$ cat src/hdl/shlk_pkg.sv
// Shared types and constants for the signal handler priority lookup block.
package shlk_pkg;

	localparam int CODE_W = 16;
	localparam int NUM_W  = 5;
	localparam int OP_W   = 2;
	localparam int LVL_W  = 2;

	// Round-down constants and reciprocals (scaled by 2^RECIP_SHIFT, rounded up)
	localparam int HUND        = 100;
	localparam int THOU        = 1000;
	localparam int RECIP_SHIFT = 20;
	localparam int RECIP_HUND  = 10486;
	localparam int RECIP_THOU  = 1049;

	typedef enum logic [OP_W-1:0] {
		OP_RAISE  = 2'd0,
		OP_BIND   = 2'd1,
		OP_ENABLE = 2'd2
	} op_t;

	typedef enum logic [LVL_W-1:0] {
		LVL_NONE  = 2'd0,
		LVL_EXACT = 2'd1,
		LVL_HUND  = 2'd2,
		LVL_THOU  = 2'd3
	} lvl_t;

	typedef enum logic [1:0] {
		ST_IDLE,
		ST_DIV,
		ST_SCAN,
		ST_DONE
	} state_t;

	typedef struct packed {
		logic exact;
		logic hund;
		logic thou;
	} match_t;

endpackage

$ cat src/hdl/shlk_if.sv
// Valid/ready channel interfaces for request and response transactions.
interface shlk_in_if;
	logic                          valid;
	logic                          ready;
	logic [shlk_pkg::OP_W-1:0]     opcode;
	logic [shlk_pkg::CODE_W-1:0]   signal_code;
	logic [shlk_pkg::NUM_W-1:0]    entry_number;

	modport source (output valid, opcode, signal_code, entry_number, input ready);
	modport sink   (input valid, opcode, signal_code, entry_number, output ready);
endinterface

interface shlk_out_if;
	logic                          valid;
	logic                          ready;
	logic                          handled;
	logic [shlk_pkg::LVL_W-1:0]    match_level;
	logic [shlk_pkg::NUM_W-1:0]    winning_entry;
	logic [shlk_pkg::CODE_W-1:0]   status_code;
	logic                          bad_index;

	modport source (output valid, handled, match_level, winning_entry, status_code, bad_index,
		input ready);
	modport sink   (input valid, handled, match_level, winning_entry, status_code, bad_index,
		output ready);
endinterface

$ cat src/hdl/shlk_round.sv
// Two-stage round-down of a code to multiples of 100 and 1000.
module shlk_round (
	input  logic                        clk,
	input  logic [shlk_pkg::CODE_W-1:0] code,
	output logic [shlk_pkg::CODE_W-1:0] hund,
	output logic [shlk_pkg::CODE_W-1:0] thou
);

	// code must stay stable for both stages
	logic [29:0] prod_h;
	logic [26:0] prod_t;
	logic [9:0]  quot_h_s1;
	logic [6:0]  quot_t_s1;
	logic [16:0] back_h;
	logic [16:0] back_t;
	logic [16:0] fix_h;
	logic [16:0] fix_t;
	logic [15:0] hund_s2;
	logic [15:0] thou_s2;

	assign prod_h = 30'(code) * 30'(shlk_pkg::RECIP_HUND);
	assign prod_t = 27'(code) * 27'(shlk_pkg::RECIP_THOU);

	always_ff @(posedge clk) begin
		quot_h_s1 <= prod_h[29:20];
		quot_t_s1 <= prod_t[26:20];
	end

	// quotient estimate is exact or one too high
	assign back_h = 17'(quot_h_s1) * 17'(shlk_pkg::HUND);
	assign back_t = 17'(quot_t_s1) * 17'(shlk_pkg::THOU);
	assign fix_h  = (back_h > 17'(code)) ? back_h - 17'(shlk_pkg::HUND) : back_h;
	assign fix_t  = (back_t > 17'(code)) ? back_t - 17'(shlk_pkg::THOU) : back_t;

	always_ff @(posedge clk) begin
		hund_s2 <= fix_h[15:0];
		thou_s2 <= fix_t[15:0];
	end

	assign hund = hund_s2;
	assign thou = thou_s2;

endmodule

$ cat src/hdl/shlk_code_mem.sv
// Entry code memory: one write port, one registered read port.
module shlk_code_mem #(
	parameter int DEPTH = 16,
	parameter int AW    = 4
) (
	input  logic                        clk,
	input  logic                        we,
	input  logic [AW-1:0]               waddr,
	input  logic [shlk_pkg::CODE_W-1:0] wdata,
	input  logic [AW-1:0]               raddr,
	output logic [shlk_pkg::CODE_W-1:0] rdata
);

	logic [shlk_pkg::CODE_W-1:0] mem [DEPTH];
	logic [shlk_pkg::CODE_W-1:0] rdata_q;

	always_ff @(posedge clk) begin
		if (we) begin
			mem[waddr] <= wdata;
		end
	end

	always_ff @(posedge clk) begin
		rdata_q <= mem[raddr];
	end

	assign rdata = rdata_q;

endmodule

$ cat src/hdl/shlk_match.sv
// Shared compare unit: entry code against raised code and its rounded groups.
module shlk_match (
	input  logic [shlk_pkg::CODE_W-1:0] entry_code,
	input  logic [shlk_pkg::CODE_W-1:0] code,
	input  logic [shlk_pkg::CODE_W-1:0] hund,
	input  logic [shlk_pkg::CODE_W-1:0] thou,
	output shlk_pkg::match_t            hit
);

	assign hit.exact = (entry_code == code);
	assign hit.hund  = (entry_code == hund);
	assign hit.thou  = (entry_code == thou);

endmodule

$ cat src/hdl/signal_handler_priority_lookup.sv
// Signal handler table with prioritized lookup: top level and sequencer.
//
// Each entry holds a bound flag, a 16-bit code and an enabled flag. A raise
// transaction walks the bound, enabled entries among the first entries_in_use
// (capped at ENTRIES) one per cycle through a single compare unit; the first
// exact code match wins, else the last entry holding the code rounded down to
// a hundred, else the last one holding it rounded down to a thousand. The
// winner is disabled and reported. A bind walks the same range to unbind
// any bound entry with the same code, then binds the chosen entry. An enable
// transaction sets one entry's enabled flag. Bind or enable naming entry 0 or
// an entry past the count reports bad_index and changes nothing.
// Raise and valid bind walk the effective count of entries; other requests
// walk none. Steps: the first round-down stage (ST_DIV), then the walk
// (reads issued, the last compare, a check that the walk has drained; the
// second round-down stage overlaps the first read), then the update in
// ST_DONE, which waits while an older result has not been taken. The request
// side is ready again the cycle after that, and a new request is taken only
// once the previous one is through. The response register frees the request
// side while a result waits to be taken. Codes are held in a memory, and
// read values are only used for bound entries, so no clearing pass is needed.
module signal_handler_priority_lookup #(
	parameter int ENTRIES = 16
) (
	input  logic                       clk,
	input  logic                       arst_n,
	input  logic                       cfg_we,
	input  logic [shlk_pkg::NUM_W-1:0] cfg_wdata,
	shlk_in_if.sink                    req,
	shlk_out_if.source                 rsp
);

	localparam int AW = (ENTRIES > 1) ? $clog2(ENTRIES) : 1;

	shlk_pkg::state_t state_q, state_nxt;

	// configuration
	logic [shlk_pkg::NUM_W-1:0]  cnt_cfg_q;
	logic [shlk_pkg::NUM_W-1:0]  count_eff;

	// current transaction
	logic [shlk_pkg::OP_W-1:0]   op_q;
	logic [shlk_pkg::CODE_W-1:0] code_q;
	logic [shlk_pkg::NUM_W-1:0]  num_q;
	logic                        bad_q;
	logic [shlk_pkg::NUM_W-1:0]  lim_q;
	logic                        req_bad;
	logic                        req_scan;

	// walk: issue stage and check stage
	logic [shlk_pkg::NUM_W-1:0]  scan_q;
	logic                        chk_vld_s1;
	logic [shlk_pkg::NUM_W-1:0]  chk_idx_s1;
	logic                        issue_more;
	logic [AW-1:0]               chk_a;

	// running winners
	logic                        found_exact_q;
	logic [shlk_pkg::NUM_W-1:0]  win_exact_q;
	logic [shlk_pkg::NUM_W-1:0]  win_hund_q;
	logic [shlk_pkg::NUM_W-1:0]  win_thou_q;

	// entry flags
	logic [ENTRIES-1:0]          bound_q;
	logic [ENTRIES-1:0]          enabled_q;

	// datapath
	logic [shlk_pkg::CODE_W-1:0] hund;
	logic [shlk_pkg::CODE_W-1:0] thou;
	logic [shlk_pkg::CODE_W-1:0] mem_rdata;
	shlk_pkg::match_t            hit;
	logic                        mem_we;
	logic [AW-1:0]               num_a;

	// result
	shlk_pkg::lvl_t              lvl;
	logic [shlk_pkg::NUM_W-1:0]  win;
	logic [AW-1:0]               win_a;
	logic                        req_ready;
	logic                        done_fire;

	logic                        rsp_valid_q;
	logic                        rsp_handled_q;
	logic [shlk_pkg::LVL_W-1:0]  rsp_level_q;
	logic [shlk_pkg::NUM_W-1:0]  rsp_winner_q;
	logic [shlk_pkg::CODE_W-1:0] rsp_status_q;
	logic                        rsp_bad_q;

	// count above table size acts as the table size
	assign count_eff = (32'(cnt_cfg_q) > ENTRIES) ? shlk_pkg::NUM_W'(ENTRIES) : cnt_cfg_q;

	assign req_bad  = ((req.opcode == shlk_pkg::OP_BIND) || (req.opcode == shlk_pkg::OP_ENABLE))
		&& ((req.entry_number == '0) || (req.entry_number > count_eff));
	assign req_scan = (req.opcode == shlk_pkg::OP_RAISE)
		|| ((req.opcode == shlk_pkg::OP_BIND) && !req_bad);

	assign issue_more = (scan_q < lim_q);
	assign chk_a      = AW'(chk_idx_s1);
	assign num_a      = AW'(num_q - 5'd1);

	always_ff @(posedge clk or negedge arst_n) begin
		if (!arst_n) begin
			cnt_cfg_q <= 5'd16;
		end else if (cfg_we) begin
			cnt_cfg_q <= cfg_wdata;
		end
	end

	// sequencer
	always_ff @(posedge clk or negedge arst_n) begin
		if (!arst_n) begin
			state_q <= shlk_pkg::ST_IDLE;
		end else begin
			state_q <= state_nxt;
		end
	end

	always_comb begin
		state_nxt = state_q;
		req_ready = 1'b0;
		done_fire = 1'b0;
		case (state_q)
			shlk_pkg::ST_IDLE: begin
				req_ready = 1'b1;
				if (req.valid) begin
					state_nxt = shlk_pkg::ST_DIV;
				end
			end
			shlk_pkg::ST_DIV: begin
				state_nxt = shlk_pkg::ST_SCAN;
			end
			shlk_pkg::ST_SCAN: begin
				if (!issue_more && !chk_vld_s1) begin
					state_nxt = shlk_pkg::ST_DONE;
				end
			end
			shlk_pkg::ST_DONE: begin
				// hold while an older result still waits
				if (!rsp_valid_q || rsp.ready) begin
					done_fire = 1'b1;
					state_nxt = shlk_pkg::ST_IDLE;
				end
			end
			default: begin
				state_nxt = shlk_pkg::ST_IDLE;
			end
		endcase
	end

	assign req.ready = req_ready;

	// transaction latch
	always_ff @(posedge clk) begin
		if (req_ready && req.valid) begin
			op_q   <= req.opcode;
			code_q <= req.signal_code;
			num_q  <= req.entry_number;
		end
	end

	always_ff @(posedge clk or negedge arst_n) begin
		if (!arst_n) begin
			bad_q         <= 1'b0;
			lim_q         <= '0;
			scan_q        <= '0;
			chk_vld_s1    <= 1'b0;
			chk_idx_s1    <= '0;
			found_exact_q <= 1'b0;
			win_exact_q   <= '0;
			win_hund_q    <= '0;
			win_thou_q    <= '0;
		end else begin
			if (req_ready && req.valid) begin
				bad_q         <= req_bad;
				lim_q         <= req_scan ? count_eff : '0;
				scan_q        <= '0;
				chk_vld_s1    <= 1'b0;
				found_exact_q <= 1'b0;
				win_exact_q   <= '0;
				win_hund_q    <= '0;
				win_thou_q    <= '0;
			end else if (state_q == shlk_pkg::ST_SCAN) begin
				chk_vld_s1 <= issue_more;
				chk_idx_s1 <= scan_q;
				if (issue_more) begin
					scan_q <= scan_q + 5'd1;
				end
				// raise: first exact wins, later group hits overwrite
				if (chk_vld_s1 && (op_q == shlk_pkg::OP_RAISE) && bound_q[chk_a]
					&& enabled_q[chk_a] && !found_exact_q) begin
					if (hit.exact) begin
						found_exact_q <= 1'b1;
						win_exact_q   <= chk_idx_s1 + 5'd1;
					end else if (hit.hund) begin
						win_hund_q <= chk_idx_s1 + 5'd1;
					end else if (hit.thou) begin
						win_thou_q <= chk_idx_s1 + 5'd1;
					end
				end
			end
		end
	end

	shlk_round u_round (
		.clk  (clk),
		.code (code_q),
		.hund (hund),
		.thou (thou)
	);

	assign mem_we = done_fire && (op_q == shlk_pkg::OP_BIND) && !bad_q;

	shlk_code_mem #(
		.DEPTH (ENTRIES),
		.AW    (AW)
	) u_code_mem (
		.clk   (clk),
		.we    (mem_we),
		.waddr (num_a),
		.wdata (code_q),
		.raddr (AW'(scan_q)),
		.rdata (mem_rdata)
	);

	shlk_match u_match (
		.entry_code (mem_rdata),
		.code       (code_q),
		.hund       (hund),
		.thou       (thou),
		.hit        (hit)
	);

	// winner selection by priority level
	always_comb begin
		lvl = shlk_pkg::LVL_NONE;
		win = '0;
		if (found_exact_q) begin
			lvl = shlk_pkg::LVL_EXACT;
			win = win_exact_q;
		end else if (win_hund_q != '0) begin
			lvl = shlk_pkg::LVL_HUND;
			win = win_hund_q;
		end else if (win_thou_q != '0) begin
			lvl = shlk_pkg::LVL_THOU;
			win = win_thou_q;
		end
	end

	assign win_a = AW'(win - 5'd1);

	// entry flags: unbind during the bind walk, final update at done
	always_ff @(posedge clk or negedge arst_n) begin
		if (!arst_n) begin
			bound_q   <= '0;
			enabled_q <= '0;
		end else begin
			if ((state_q == shlk_pkg::ST_SCAN) && chk_vld_s1 && (op_q == shlk_pkg::OP_BIND)
				&& bound_q[chk_a] && hit.exact) begin
				bound_q[chk_a] <= 1'b0;
			end
			if (done_fire) begin
				case (op_q)
					shlk_pkg::OP_RAISE: begin
						if (win != '0) begin
							enabled_q[win_a] <= 1'b0;
						end
					end
					shlk_pkg::OP_BIND: begin
						if (!bad_q) begin
							bound_q[num_a] <= 1'b1;
						end
					end
					shlk_pkg::OP_ENABLE: begin
						if (!bad_q) begin
							enabled_q[num_a] <= 1'b1;
						end
					end
					default: ;
				endcase
			end
		end
	end

	// response register
	always_ff @(posedge clk or negedge arst_n) begin
		if (!arst_n) begin
			rsp_valid_q <= 1'b0;
		end else if (done_fire) begin
			rsp_valid_q <= 1'b1;
		end else if (rsp.ready) begin
			rsp_valid_q <= 1'b0;
		end
	end

	always_ff @(posedge clk) begin
		if (done_fire) begin
			if ((op_q == shlk_pkg::OP_RAISE) && (win != '0)) begin
				rsp_handled_q <= 1'b1;
				rsp_level_q   <= lvl;
				rsp_winner_q  <= win;
				rsp_status_q  <= code_q;
			end else begin
				rsp_handled_q <= 1'b0;
				rsp_level_q   <= shlk_pkg::LVL_NONE;
				rsp_winner_q  <= '0;
				rsp_status_q  <= '0;
			end
			rsp_bad_q <= bad_q;
		end
	end

	assign rsp.valid         = rsp_valid_q;
	assign rsp.handled       = rsp_handled_q;
	assign rsp.match_level   = rsp_level_q;
	assign rsp.winning_entry = rsp_winner_q;
	assign rsp.status_code   = rsp_status_q;
	assign rsp.bad_index     = rsp_bad_q;

`ifndef ASSERT_OFF
	// a bad index never comes with a hit
	a_bad_no_hit: assert property (@(posedge clk) disable iff (!arst_n)
		rsp_valid_q |-> !(rsp_bad_q && rsp_handled_q))
		else $error("bad_index reported together with a handled raise");

	// handled, level and winner agree
	a_hit_fields: assert property (@(posedge clk) disable iff (!arst_n)
		rsp_valid_q |-> ((rsp_handled_q == (rsp_level_q != shlk_pkg::LVL_NONE))
			&& (rsp_handled_q == (rsp_winner_q != '0))))
		else $error("inconsistent handled, match_level and winning_entry");

	// walk never checks past the limit
	a_walk_bound: assert property (@(posedge clk) disable iff (!arst_n)
		chk_vld_s1 |-> (chk_idx_s1 < lim_q))
		else $error("entry checked beyond the walk limit");

	// first exact match is never overwritten
	a_exact_hold: assert property (@(posedge clk) disable iff (!arst_n)
		(found_exact_q && (state_q == shlk_pkg::ST_SCAN)) |=> $stable(win_exact_q))
		else $error("exact winner changed after it was found");
`endif

endmodule

$ cat src/flat_wrapper.sv
// flat-port wrapper written by rule: the top's interface ports become plain ports
module signal_handler_priority_lookup_flat 
#(
	parameter int ENTRIES = 16
)
  (clk, arst_n, cfg_we, cfg_wdata, req_valid, req_opcode, req_signal_code, req_entry_number, req_ready, rsp_valid, rsp_handled, rsp_match_level, rsp_winning_entry, rsp_status_code, rsp_bad_index, rsp_ready);
  shlk_in_if req_i ();
  shlk_out_if rsp_i ();
  input  logic clk;
  input  logic arst_n;
  input  logic cfg_we;
  input  logic [shlk_pkg::NUM_W-1:0] cfg_wdata;
  input wire logic [$bits(req_i.valid)-1:0] req_valid;
  input wire logic [$bits(req_i.opcode)-1:0] req_opcode;
  input wire logic [$bits(req_i.signal_code)-1:0] req_signal_code;
  input wire logic [$bits(req_i.entry_number)-1:0] req_entry_number;
  output wire logic [$bits(req_i.ready)-1:0] req_ready;
  output wire logic [$bits(rsp_i.valid)-1:0] rsp_valid;
  output wire logic [$bits(rsp_i.handled)-1:0] rsp_handled;
  output wire logic [$bits(rsp_i.match_level)-1:0] rsp_match_level;
  output wire logic [$bits(rsp_i.winning_entry)-1:0] rsp_winning_entry;
  output wire logic [$bits(rsp_i.status_code)-1:0] rsp_status_code;
  output wire logic [$bits(rsp_i.bad_index)-1:0] rsp_bad_index;
  input wire logic [$bits(rsp_i.ready)-1:0] rsp_ready;
  assign req_i.valid = req_valid;
  assign req_i.opcode = req_opcode;
  assign req_i.signal_code = req_signal_code;
  assign req_i.entry_number = req_entry_number;
  assign req_ready = req_i.ready;
  assign rsp_valid = rsp_i.valid;
  assign rsp_handled = rsp_i.handled;
  assign rsp_match_level = rsp_i.match_level;
  assign rsp_winning_entry = rsp_i.winning_entry;
  assign rsp_status_code = rsp_i.status_code;
  assign rsp_bad_index = rsp_i.bad_index;
  assign rsp_i.ready = rsp_ready;
  signal_handler_priority_lookup #(.ENTRIES(ENTRIES)) u_core (.clk(clk), .arst_n(arst_n), .cfg_we(cfg_we), .cfg_wdata(cfg_wdata), .req(req_i), .rsp(rsp_i));
endmodule
$ cat config.mk
export PLATFORM = sky130hd
export DESIGN_NAME = signal_handler_priority_lookup_flat
export DESIGN_NICKNAME = d
export VERILOG_FILES = /design/src/hdl/shlk_pkg.sv /design/src/hdl/shlk_if.sv /design/src/hdl/shlk_round.sv /design/src/hdl/shlk_code_mem.sv /design/src/hdl/shlk_match.sv /design/src/hdl/signal_handler_priority_lookup.sv /design/src/flat_wrapper.sv
export SDC_FILE = /design/constraint.sdc
export NUM_CORES = 1
export LEC_CHECK = 0
export BUFFER_PORTS_ARGS = -buffer_cell sky130_fd_sc_hd__buf_4
export CORE_UTILIZATION = 45
export CTS_CLUSTER_DIAMETER = 60
export DETAILED_ROUTE_END_ITERATION = 8
export GPL_TIMING_DRIVEN = 0
export PLACE_DENSITY = 0.62
export SETUP_SLACK_MARGIN = 0.4
export SYNTH_ARGS = -nofsm -noshare
export SYNTH_HDL_FRONTEND = slang
export SYNTH_SLANG_ARGS = --single-unit
$ cat constraint.sdc
create_clock -name clk -period 8.5 [get_ports clk]
set_input_delay 0.425 -clock clk [delete_from_list [all_inputs] [get_ports clk]]
set_output_delay 0.425 -clock clk [all_outputs]
set_load 0.05 [all_outputs]
=== After elaboration in Yosys (flattened, before gate mapping) ===
Memories as Yosys holds them, arrays and structs flattened. A register that Yosys moved wholly into a read port is not among the register bits.
Index checks and enable logic that the tools add are counted.

* Bits in registers: 169
* Bits in latches: 0
* Bits in writable memories: 256
* ROM bits: 0
* Output and inout bits: 27
* Logic and storage cells: 190
* Memories kept: 1

{| class="wikitable"
|+ Memory list
! memory !! words !! width !! read ports !! clocked after memory_dff !! write ports !! RTL line !! text
|-
| u_core.u_code_mem.mem || 16 || 16 || 1 || 1 || 1 || shlk_code_mem.sv:14 || <nowiki>logic [shlk_pkg::CODE_W-1:0] mem [DEPTH];</nowiki>
|}

* $add $sub $neg: 6
* Multipliers: 4
* Divide/modulo/power cells: 0
* $lt $le $gt $ge: 11
* Eq/ne operators: 17
* Shifts and indexed selects: 0
* Multiplexer cells: 63
* Bitwise operators: 8
* Reduce and logical (&&, ||, !) cells: 51

{| class="wikitable"
|+ Operators by type and width
! operator !! count
|-
| $mux 16 || 8
|-
| $mux 5 || 23
|-
| $eq 16x16->1 || 3
|-
| $gt 17x16->1 || 2
|-
| $and 16x16->16 || 2
|-
| $not 16->16 || 2
|-
| $or 16x16->16 || 2
|-
| $pmux 16 s2 || 1
|-
| $mul 16x13->29 const B || 1
|-
| $mul 16x11->27 const B || 1
|-
| $mux 1 || 20
|-
| $logic_and 1x1->1 || 18
|-
| $reduce_bool 2->1 || 8
|-
| $sub 16x10->16 const B || 1
|-
| $sub 16x7->16 const B || 1
|-
| $lt 4x5->1 const B || 3
|-
| $mul 10x5->15 const B || 1
|-
| $reduce_bool 5->1 || 3
|-
| $mul 7x7->14 const B || 1
|-
| $demux 1 s4 || 3
|-
| $ge 4x1->1 const B || 3
|-
| $add 5x1->5 const B || 2
|-
| $mux 2 || 5
|-
| $bmux 1 s4 || 2
|-
| 19 further kinds || 44
|}

=== Logic depth before layout (Yosys ltp) ===
* Word-level depth: 13
* Mapped depth: 22
* Mapped depth without buffers: 21

=== Modules after synthesis ===
Synthesis repeated with hierarchy kept, for this count alone.

* Cell total of the unflattened synthesis: 2077
* Area, all modules: 26497.9 µm²

{| class="wikitable"
|+ By module, submodules not included
! module !! times used !! cells each !! area an instance (µm²) !! sequential area each (µm²)
|-
| shlk_round || 1 || 1084 || 10194.8 || 880.8
|-
| shlk_code_mem || 1 || 432 || 10042.1 || 8007.7
|-
| signal_handler_priority_lookup || 1 || 498 || 5734.2 || 3239.4
|-
| shlk_match || 1 || 63 || 526.8 || 0.0
|}

=== Worst setup path after synthesis ===
Ideal clock, no wire load.

* Path kind: flip-flop to flip-flop
* From: reg u_core.u_round.quot_t_s1[0]
* To: reg u_core.u_round.thou_s2[10], in the netlist u_core.u_round.thou[10]
* Library setup time: 0.130 ns
* Data arrival time: 5.208 ns
* Required time: 8.370 ns
* Setup slack: 3.162 ns
* Stages on the path, launching flop included: 21
* Path through: dfxtp_1 -> fa_1 -> fa_1 -> inv_1 -> fa_1 -> fa_1 -> inv_1 -> ha_1 -> o21a_1 -> o31a_1 -> or4_1 -> o211a_2 -> ha_1 -> nand4_1 -> nor2_1 -> a31o_2 -> a31oi_1 -> nor3b_1 -> buf_2 -> a31oi_1 -> xor2_1

* Longest elaborated chain between the ends: 3
* Elaborated cells between the ends (all ways): 4

{| class="wikitable"
|+ RTL lines
! item !! RTL line !! text
|-
| start: declaration || shlk_round.sv:13 || <nowiki>logic [6:0] quot_t_s1;</nowiki>
|-
| start signal: assignment || shlk_round.sv:26 || <nowiki>quot_t_s1 <= prod_t[26:20];</nowiki>
|-
| $mul 7x7->14 (*) || shlk_round.sv:31 || <nowiki>assign back_t = 17'(quot_t_s1) * 17'(shlk_pkg::THOU);</nowiki>
|-
| $sub 16x10->16 / $gt 17x16->1 (equally long branches) || shlk_round.sv:33 || <nowiki>assign fix_t = (back_t > 17'(code)) ? back_t - 17'(shlk_pkg::THOU) : back_t;</nowiki>
|-
| $mux 16 (*) || shlk_round.sv:33 ||
|-
| net u_core.u_round.fix_t[10] || shlk_round.sv:17 || <nowiki>logic [16:0] fix_t;</nowiki>
|-
| end signal: assignment || shlk_round.sv:37 || <nowiki>thou_s2 <= fix_t[15:0];</nowiki>
|-
| end: declaration || shlk_round.sv:19 || <nowiki>logic [15:0] thou_s2;</nowiki>
|}

The timed path passes the listed nets; every way through them passes the cells marked *.
A chain may end at the register's enable or synchronous reset.

=== Worst setup path after layout ===
Same ends and word-level chain as after synthesis.

==> metrics.yaml <==
cts_max_path_buffers: 3
worstPathMaxFanout: 10
max_stage_delay_ns: 0.69
min_period_ns: 6.28
setup-violations-final: 0
placedCellCount: 2814
synthFlopType: "edfxtp_1"
r2r_cells: 20
ys_ff_latch: 436
drive_above_1_share_pct: 13.5
crit_path_end_kind: "register"
fin_nets: 2589
ant_nets: 0
h-tree-depth: 2
synth_area_leaders: "edfxtp_1 35%, ha_1 15%, fa_1 9.1%"
antenna_found_initial: 1
place_congestion: 0.873
coreArea_mm2: 0.0567
io-pin-count: 60
diodes: 0
fin_crit_sh_pct: 73.9
worst_pin_slew_ns: 1.42
syn-instance-count: 1981
final.setup.tns_ns: 0
arrival_ns: 6.75
avgSynthCellArea_um2: 13.1
grtUsageTotal_pct: 21.9
via_count: 16200
rows: 87
outcome: "finished, final reports clean"
max_cap_viol_count: 0
path_buf_inv: 3
cts_setup_buffers: 0
viasPerCell: 5.53
grt_pass1_vias: 16900
grt_pass1_wl_um: 97900
tritoncts: "done"
crit_chain: "fa_1 > fa_1 > inv_1 > fa_1 > fa_1 > inv_1 > ha_1 > o21a_1 > o31a_1 > or4_1 > o211a_2 > ha_1 > nand4_1 > nor2_1 > a31o_2 > a31oi_1 > nor3b_1 > buf_2 > a31oi_1 > xor2_1"
yosys.cell_types.count: 80
clk-insertion-delay-late_ns: 0.61
dpl.hpwl_um: 45800
crit_path_top_delay_cell: "dfxtp_1"
fp.dieArea_mm2: 0.0587
required_ns: 8.98
final_area_mm2: 0.0297
slew_headroom_pct: 5.63
clk_pin_slew_ns: 0.06
wl_um: 62600
root_buffer: "clkbuf_16"
start_kind: "register"
grt_max_degree: 74
die_y_um: 242
synth_top_area_share_pct: 35.0
synth_area_mm2: 0.0260
wl_per_cell_um: 21.3
worstSetupPathType: "reg -> reg"
crit_cells: 20
maxSlewViolCount: 0
initial_utilization_pct: 45.8
placed_cell_area_mm2: 0.0277
drt_iter0_drc: 1095
cts_buffers: 50
synthArstFlopShare_pct: 16.7
dieWidth_um: 242
fmax_mhz: 159
hold_viol_final: 0
firstDrtPassIters: 5
yosys_warnings: 0
syn_nets: 2434
area_growth_pct: 14.2
overflow: 0
crit_path_frequent_cell: "fa_1"
synth_top_area_cell: "edfxtp_1"
cp_top_family: "adder cells"
synth_seq_area_share_pct: 46.7
cts.sinks: 436
synth_edf_count: 303
min_path_cells: 2
finClkSkew_ns: 0.0270
hold_path_class: "in -> reg"
drc_errors: 0
layout.cells.non_filler: 2934
post_cts_resized: 0
rsz0062_at_grt: "no"
portBuffers: 59
[synthesized netlist by cell type, types with 7 or more instances]
cell	number
edfxtp_1	303
ha_1	302
inv_1	286
fa_1	118
mux4_2	86
nor2_1	78
dfrtp_1	72
a21oi_1	71
nand2_1	71
dfxtp_1	60
xor2_1	55
xnor2_1	45
nor3_1	38
nand3_1	31
a21o_1	30
o21ai_1	29
clkbuf_1	22
nand4_1	20
nor2b_1	20
o21ai_0	19
nor4_1	15
nand2b_1	14
a31oi_1	11
o211ai_1	10
a211oi_1	9
and3_1	9
o21a_1	9
or3_1	9
buf_1	8
buf_2	8
mux2i_1	8
a22o_1	7
mux2_2	7
nand3b_1	7
[stage by stage]
stage	setup WS, ns	utilization [%]	hold slack [ns]
global placement	2.34	48.3	0.454
detailed placement	2.30	48.9	0.462
global route	1.93	52.3	0.0255
CTS	2.18	52.3	0.0153
floorplan	3.16	-	0.129
finish	2.22	52.3	0.0489
[cell usage in the layout, fill, tap and decap left out, types with 35 or more instances in the layout]
| cell | n |
|---|---|
| buf_4 | 61 |
| nor2_1 | 67 |
| clkbuf_16 | 51 |
| ha_1 | 302 |
| dfxtp_1 | 60 |
| nor3_1 | 35 |
| fa_1 | 118 |
| edfxtp_1 | 303 |
| dfrtp_1 | 72 |
| mux4_2 | 86 |
| inv_1 | 286 |
| a21oi_1 | 71 |
| xor2_1 | 55 |
| xnor2_1 | 45 |
| nand2_1 | 71 |
[registers in the layout (all words and copies together) (netlist names), 7 cells and up]
register	count
u_core.u_code_mem.rdata	16
u_core.u_code_mem.mem	256
u_core.bound_q	16
u_core.enabled_q	16
u_core.u_round.quot_t_s1	7
u_core.code_q	16
u_core.rsp.status_code	16
u_core.u_round.hund	14
u_core.u_round.thou	13
u_core.u_round.quot_h_s1	10
[metal layers]
layer / routed length (µm) / GRT usage, % / vias to the layer above
li1: - / - / 7439
met1: 27700 / 30.3 / 8199
met2: 29400 / 35.3 / 488
met3: 3710 / 3.47 / 99
met4: 1770 / 7.24 / 0
met5: 0 / 0 / -
[cell type report]
class | count | area [µm²]
multi-input combinational | 1213 | 12600
tap | 756 | 946
fill | 4699 | 27000
sequential | 436 | 12100
clock inverter | 25 | 234
inverter | 292 | 1100
timing repair buffer | 103 | 1020
clock buffer | 69 | 1430
buffer | 40 | 176
[final timing paths]
kind | from | end | slack [ns]
max | u_core.u_round.quot_t_s1[0]$_DFF_P_ | u_core.u_round.thou[10]$_DFF_P_ | 2.22
min | cfg_wdata[1] | u_core.cnt_cfg_q[1]$_DFFE_PN0P_ | 0.05
max reg2reg | u_core.u_round.quot_t_s1[0]$_DFF_P_ | u_core.u_round.thou[10]$_DFF_P_ | 2.22
min reg2reg | u_core.bound_q[6]$_DFF_PN0_ | u_core.bound_q[6]$_DFF_PN0_ | 0.48
max in group asynchronous | arst_n | u_core.scan_q[3]$_DFFE_PN0P_ | 7.33
min in group asynchronous | arst_n | u_core.state_q[1]$_DFFE_PN0P_ | 0.51
[timing repair]
action,4_1_cts,5_1_grt
endpoints found under the setup margin,0,0
hold buffers,25,0
hold endpoints to repair,87,0
[cell families (layout without fill, tap and decap cells)]
kind of cell    count (synthesis)  in the layout  share of synthesized area [%]
flops                         436            436                           46.7
fa+ha+maj                     420            420                           23.6
simple gates                  346            346                           6.90
buf+inv                       332            529                           4.89
compound gates                241            241                           6.06
mux                           106            106                           8.51
xor+xnor                      100            100                           3.37
Power is left out: the tool's default activity adds up to more than one toggle a clock period on the data nets, which glitch-free logic cannot reach.
